--- src/rtl/olist_pkg.sv ---
package olist_pkg;

  // List capacity and derived widths
  localparam int CAPACITY = 64;
  localparam int IDX_W    = $clog2(CAPACITY);
  localparam int CNT_W    = 7;
  localparam int POS_W    = 7;
  localparam int VAL_W    = 32;
  localparam int OP_W     = 3;
  localparam int ST_W     = 2;
  localparam int FOUND_W  = 6;

  // Stream payload layout
  localparam int IN_BITS   = OP_W + POS_W + VAL_W;
  localparam int IN_DATA_W = ((IN_BITS + 7) / 8) * 8;
  localparam int OUT_BITS   = ST_W + VAL_W + FOUND_W + CNT_W;
  localparam int OUT_DATA_W = ((OUT_BITS + 7) / 8) * 8;

  typedef enum logic [OP_W-1:0] {
    OP_INSERT       = 3'd0,
    OP_APPEND       = 3'd1,
    OP_REMOVE_AT    = 3'd2,
    OP_REMOVE_VALUE = 3'd3,
    OP_FIND         = 3'd4,
    OP_GET          = 3'd5,
    OP_CLEAR        = 3'd6
  } op_t;

  typedef enum logic [ST_W-1:0] {
    ST_OK     = 2'd0,
    ST_FULL   = 2'd1,
    ST_RANGE  = 2'd2,
    ST_ABSENT = 2'd3
  } status_t;

  typedef enum logic [1:0] {
    S_IDLE,
    S_SCAN,
    S_RESOLVE,
    S_UPDATE
  } state_t;

  // Command broadcast to every cell of the row
  typedef struct packed {
    logic             scan;
    logic             ins;
    logic             rem;
    logic [POS_W-1:0] pos;
    logic [CNT_W-1:0] count;
    logic [VAL_W-1:0] value;
  } cell_ctl_t;

  // Lowest set bit of a match vector
  function automatic logic [IDX_W-1:0] first_set(input logic [CAPACITY-1:0] v);
    logic [IDX_W-1:0] f;
    f = '0;
    for (int i = CAPACITY - 1; i >= 0; i--) begin
      if (v[i]) f = IDX_W'(i);
    end
    return f;
  endfunction

endpackage

--- src/rtl/olist_cell.sv ---
module olist_cell (
  input  logic                           clk,
  input  logic [olist_pkg::IDX_W-1:0]    idx,
  input  olist_pkg::cell_ctl_t           ctl,
  input  logic [olist_pkg::VAL_W-1:0]    lower_val,
  input  logic [olist_pkg::VAL_W-1:0]    upper_val,
  output logic [olist_pkg::VAL_W-1:0]    entry,
  output logic                           match,
  output logic                           sel
);
  import olist_pkg::*;

  logic [VAL_W-1:0] entry_r, entry_nxt;
  logic             match_r, sel_r;
  logic [CNT_W-1:0] my_pos;

  assign my_pos = CNT_W'(idx);

  // Shift up on insert, down on remove; write the new value at its slot
  always_comb begin
    entry_nxt = entry_r;
    if (ctl.ins) begin
      if (my_pos == ctl.pos) entry_nxt = ctl.value;
      else if (my_pos > ctl.pos) entry_nxt = lower_val;
    end else if (ctl.rem) begin
      if (my_pos >= ctl.pos) entry_nxt = upper_val;
    end
  end

  always_ff @(posedge clk) begin
    entry_r <= entry_nxt;
    // compare flags captured during the scan step
    if (ctl.scan) begin
      match_r <= (entry_r == ctl.value) && (my_pos < ctl.count);
      sel_r   <= (my_pos == ctl.pos);
    end
  end

  assign entry = entry_r;
  assign match = match_r;
  assign sel   = sel_r;

endmodule

--- config.mk ---
export PLATFORM = sky130hd
export DESIGN_NAME = olist_cell
export DESIGN_NICKNAME = d
export VERILOG_FILES = /design/src/rtl/olist_pkg.sv /design/src/rtl/olist_cell.sv
export SDC_FILE = /design/constraint.sdc
export NUM_CORES = 1
export LEC_CHECK = 0
export BUFFER_PORTS_ARGS = -buffer_cell sky130_fd_sc_hd__buf_2
export CAP_MARGIN = 10
export CORE_MARGIN = 2
export CORE_UTILIZATION = 46
export CTS_CLUSTER_DIAMETER = 50
export DETAILED_ROUTE_END_ITERATION = 16
export HOLD_SLACK_MARGIN = 0.15
export PLACE_DENSITY = 0.86
export SYNTH_ARGS = -nofsm -noshare
export SYNTH_HDL_FRONTEND = slang
export SYNTH_SLANG_ARGS = --single-unit
export TNS_END_PERCENT = 5
--- constraint.sdc ---
create_clock -name clk -period 4.4 [get_ports clk]
set_clock_uncertainty 0.1 [all_clocks]
set_input_delay 0.44 -clock clk [delete_from_list [all_inputs] [get_ports clk]]
set_output_delay 0.44 -clock clk [all_outputs]
set_load 0.02 [all_outputs]
# Word level (Yosys, flattened, before mapping)
# Cells that the tools add are included.
dict set report totals {
  reg_bits 34
  in_bits 120
}
dict set report op_classes {
  n_reduce_logical 4
  magnitude_cmp 3
  eq_ne 3
  n_mux 5
}
# cell n
set ops {}
lappend ops {{32-bit 2-to-1 mux} 5}
lappend ops {{32-bit == test} 1}
lappend ops {{6-bit by 7-bit == test with 1-bit output} 1}
lappend ops {{6-bit by 7-bit >= comparator with 1-bit output} 1}
lappend ops {{6-bit by 7-bit greater-than comparator with 1-bit output} 1}
lappend ops {{6-bit by 7-bit less-than comparator with 1-bit output} 1}
lappend ops {{2-bit nonzero test} 2}
lappend ops {{3-bit by 1-bit inequality test with 1-bit output, second input constant} 1}
lappend ops {{3-bit AND reduction} 1}
lappend ops {{1-bit logical AND} 1}

# Logic depth before layout (Yosys ltp)
dict set report depth {
  depth_word 4
  depth_mapped 7
}

# Worst setup path before layout
# No wires, ideal clock.
dict set report synth_path {
  path_type {input port to flip-flop}
  from {input port idx[0] in the netlist's numbering}
  to {register entry_r[0], in the netlist entry[0] (enable)}
  arrival_time_ns 1.921
  setup_time_ns 0.391
  path_stages 7
  slack_ns 1.988
  path_cell_list {inv_1 ha_1 nand2b_1 a21o_1 a21oi_1 o22ai_1 o21a_1}
}
dict set report synth_between {
  elab_chain_cells 3
  elab_cells_between_ends 6
}
# item line
set synth_lines {}
lappend synth_lines {{start: declaration} olist_cell.sv:3} ;# input logic [olist_pkg::IDX_W-1:0] idx,
lappend synth_lines {{6-bit by 7-bit greater-than comparator with 1-bit output, or another cell as far along} olist_cell.sv:24} ;# else if (my_pos > ctl.pos) entry_nxt = lower_val;
lappend synth_lines {{3-bit by 1-bit inequality test with 1-bit output (no line) or 2-bit nonzero test (tied branches)} n/a}
lappend synth_lines {{3-bit AND reduction (no line) *} n/a}
lappend synth_lines {{end signal: assignment} olist_cell.sv:31} ;# entry_r <= entry_nxt;
lappend synth_lines {{end: declaration} olist_cell.sv:13} ;# logic [VAL_W-1:0] entry_r, entry_nxt;
# Mark *: on every way between the ends. The rest lies on a longest branch, timed or not.
# A chain may end at the register's enable or synchronous reset.

# Final worst setup path
dict set report layout_path {
  from {input port idx[0] in the netlist's numbering}
  to {register entry_r[16], in the netlist entry[16] (enable)}
}
# Same word-level chain as after synthesis.

==> run_results.csv <==
group,metric,value,unit
setup_path,cp-start-kind,"input port",
cells_and_area,diodes,0,
die,core,5070,um2
cts,htree_levels,2,
die,die-area,5810,um2
cells_and_area,final_cell_mix,"153 x buf_2, 36 x a21oi_1, 34 x edfxtp_1",
cells_and_area,final_common_cell,"buf_2",
sta,finalCritPeriodShare,53.9,%
synth,avgSynthCellArea,10.8,um2
cells_and_area,nNetsFinal,505,
cells_and_area,fill_cells,417,
cells_and_area,seq_area,1020,um2
synth,yosys.area.top_type,"edfxtp_1",
setup_path,crit_family,"compound AO/OA/AOI/OAI gates",
cts,root_buffer,"clkbuf_8",
job,cap_violations,0,
die,start_util,47.3,%
sta,tightest_slew,0.719,ns
pwr,p_per_area,270,nW/um2
setup_path,reg2reg_to,"match$_DFFE_PP_",
setup_path,critPathBufInv,3,
cells_and_area,area_growth,35.3,%
cts,cts_inserted_buffers,5,
routing,first_iter_violations,66,
setup_path,crit_required,4.26,ns
die,fp.dieH,76.2,um
worst_hold_path,min_path_type,"input port to register",
cells_and_area,fin_util,64.0,%
global_routing,grt_max_degree,66,
sta,setup_viol,0,
sta,hold_violations,0,
cts,cts_sinks,34,
die,die_x,76.2,um
setup_path,crit_chain,"buf_2, inv_1, ha_1, nand2b_1, a21o_1, a21oi_1, o22ai_1, o21a_1, buf_4",
sta,report.final.slew_viol_count,0,
global_routing,grtUsageTotal,21.3,%
cts,cts_tree,"done",
setup_path,worstPathArrival,2.23,ns
setup_path,r2r_slack,2.68,ns
status,status,"completed",
cts,clk_pin_slew,0.07,ns
pwr,finalPower,0.877,mW
cts,cts_setup_buffers,0,
setup_path,crit_type,"input port to register",
synth,syn_nets,353,
place,placed_cell_area,3160,um2
place,post-dp-hpwl,4920,um
setup_path,regToRegStartpoint,"entry[21]$_DFFE_PP_",
sta,fmax,0.422,GHz
die,num_rows,26,
global_routing,grt_pass1_wl,9890,um
synth,postSynthRegisterBits,34,
global_routing,antenna_found_initial,0,
synth,synth.yosys.seq_area_share,42.5,%
cells_and_area,design_area,3250,um2
sta,rsz0062_at_grt,"no",
setup_path,worst-path-max-fanout,19,
setup_path,crit_end,"entry[16]$_DFFE_PP_",
routing,routed_wl,6070,um
cts,cts_hold_buf,0,
cells_and_area,multiInputGateArea,1230,um2
global_routing,overflow,0,
synth,ys_types,24,
cells_and_area,drive_gt1_share,44.0,%
synth,yosysWarningCount,0,
cts,max-clock-path-buffers,2,
routing,num_vias,2182,
setup_path,cp-startpoint,"idx[0]",
sta,fin_crit,2.37,ns
setup_path,crit_slowest_cell,"o21a_1",
sta,fin_tns_setup,0,ns
setup_path,cp.depth,9,
routing,wl_per_cell,13.6,um
synth,synth_area,2400,um2
synth,synth_top_area_share,42.5,%
sta,relSlewSlack,52.1,%
die,io_pins,154,
pwr,p_leak,1.52,nW
cts,ctsResizeCount,0,
place,portBuffers,153,
routing,dr.pass1.iters,4,
place,gp_congestion,0.805,
setup_path,end_kind,"register",
routing,drc,0,
setup_path,cp_slowest_stage_delay,0.59,ns
synth,synthCells,222,
sta,holdWs,0.279,ns
cts,clk_latency,0.28,ns
routing,viasPerCell,4.90,
setup_path,r2r_cells,4,
routing,ant_nets,0,
synth,synth_area_leaders,"edfxtp_1 43%, mux2i_1 13%, xor2_1 12%",
global_routing,grt_pass1_vias,2167,
pwr,irDropWorstVdd,0.192,mV
worst min-delay path by stage:
stage / start / to / slack (ns) / cells past startpoint
after floorplan: ctl[48] / match$_DFFE_PP_ / 0.45 / 0
after global placement: ctl[48] / match$_DFFE_PP_ / 0.56 / 1
after detailed placement: ctl[48] / match$_DFFE_PP_ / 0.56 / 1
after CTS: ctl[48] / sel$_DFFE_PP_ / 0.27 / 1
after global routing: ctl[48] / sel$_DFFE_PP_ / 0.27 / 1
final: ctl[48] / sel$_DFFE_PP_ / 0.28 / 1
cells by family after synthesis:
family / after synthesis / synth area share [%]
DFF: 34 / 42.5
muxes: 32 / 13.3
adders and majority gates: 11 / 5.74
xor gates and xnor gates: 32 / 11.7
buffers and inverters: 21 / 6.15
AOI/OAI and AO/OA: 43 / 9.59
and+or+nand+nor: 49 / 10.9
cell usage after synthesis:
| cell | n |
|---|---|
| nand4b_1 | 1 |
| mux2i_1 | 32 |
| nor2_1 | 32 |
| xor2_1 | 32 |
| edfxtp_1 | 34 |
| inv_1 | 11 |
| o22ai_1 | 2 |
| nand2b_1 | 2 |
| a21o_1 | 4 |
| nand3_2 | 1 |
| dlymetal6s4s_1 | 1 |
| buf_1 | 1 |
| buf_12 | 3 |
| nor3_1 | 1 |
| o21a_1 | 1 |
| nor4_1 | 8 |
| clkbuf_1 | 2 |
| nor2_8 | 1 |
| nand4_1 | 2 |
| a21oi_1 | 36 |
| ha_1 | 11 |
| nand4b_4 | 1 |
| dlymetal6s2s_1 | 1 |
| buf_2 | 2 |
cell type report:
type	instances	area share [%]
inverter	11	1.27
tap	70	2.70
clock buffer	5	2.12
multi-input combinational	167	37.9
timing repair buffer	155	24.0
sequential	34	31.4
clock inverter	3	0.501
where the power goes:
group          total [mW]  switching [mW]  leakage (nW)  internal [mW]
Clock               0.222           0.114        0.0416          0.108
Combinational       0.241           0.135          1.16          0.106
Sequential          0.414          0.0190         0.323          0.395
metrics by stage:
step | setup slack [ns] | cells
2_1_floorplan | 1.99 | 222
3_3_place_gp | 1.84 | 437
3_5_place_dp | 1.70 | 437
4_1_cts | 2.00 | 445
5_1_grt | 1.89 | 445
6_report | 2.03 | 445
routing by layer:
metal	share of wire, %	vias to the layer above	track usage (%)
met5	0	-	0
met1	40	964	25.5
met3	6.8	6	4.62
met4	1.1	0	5.82
li1	-	1110	-
met2	52	102	38.3
state kept, by name, indices dropped and copies added (netlist names):
signal	flops
match	1
entry	32
sel	1
No activity file was read; power rests on OpenSTA's default activity.
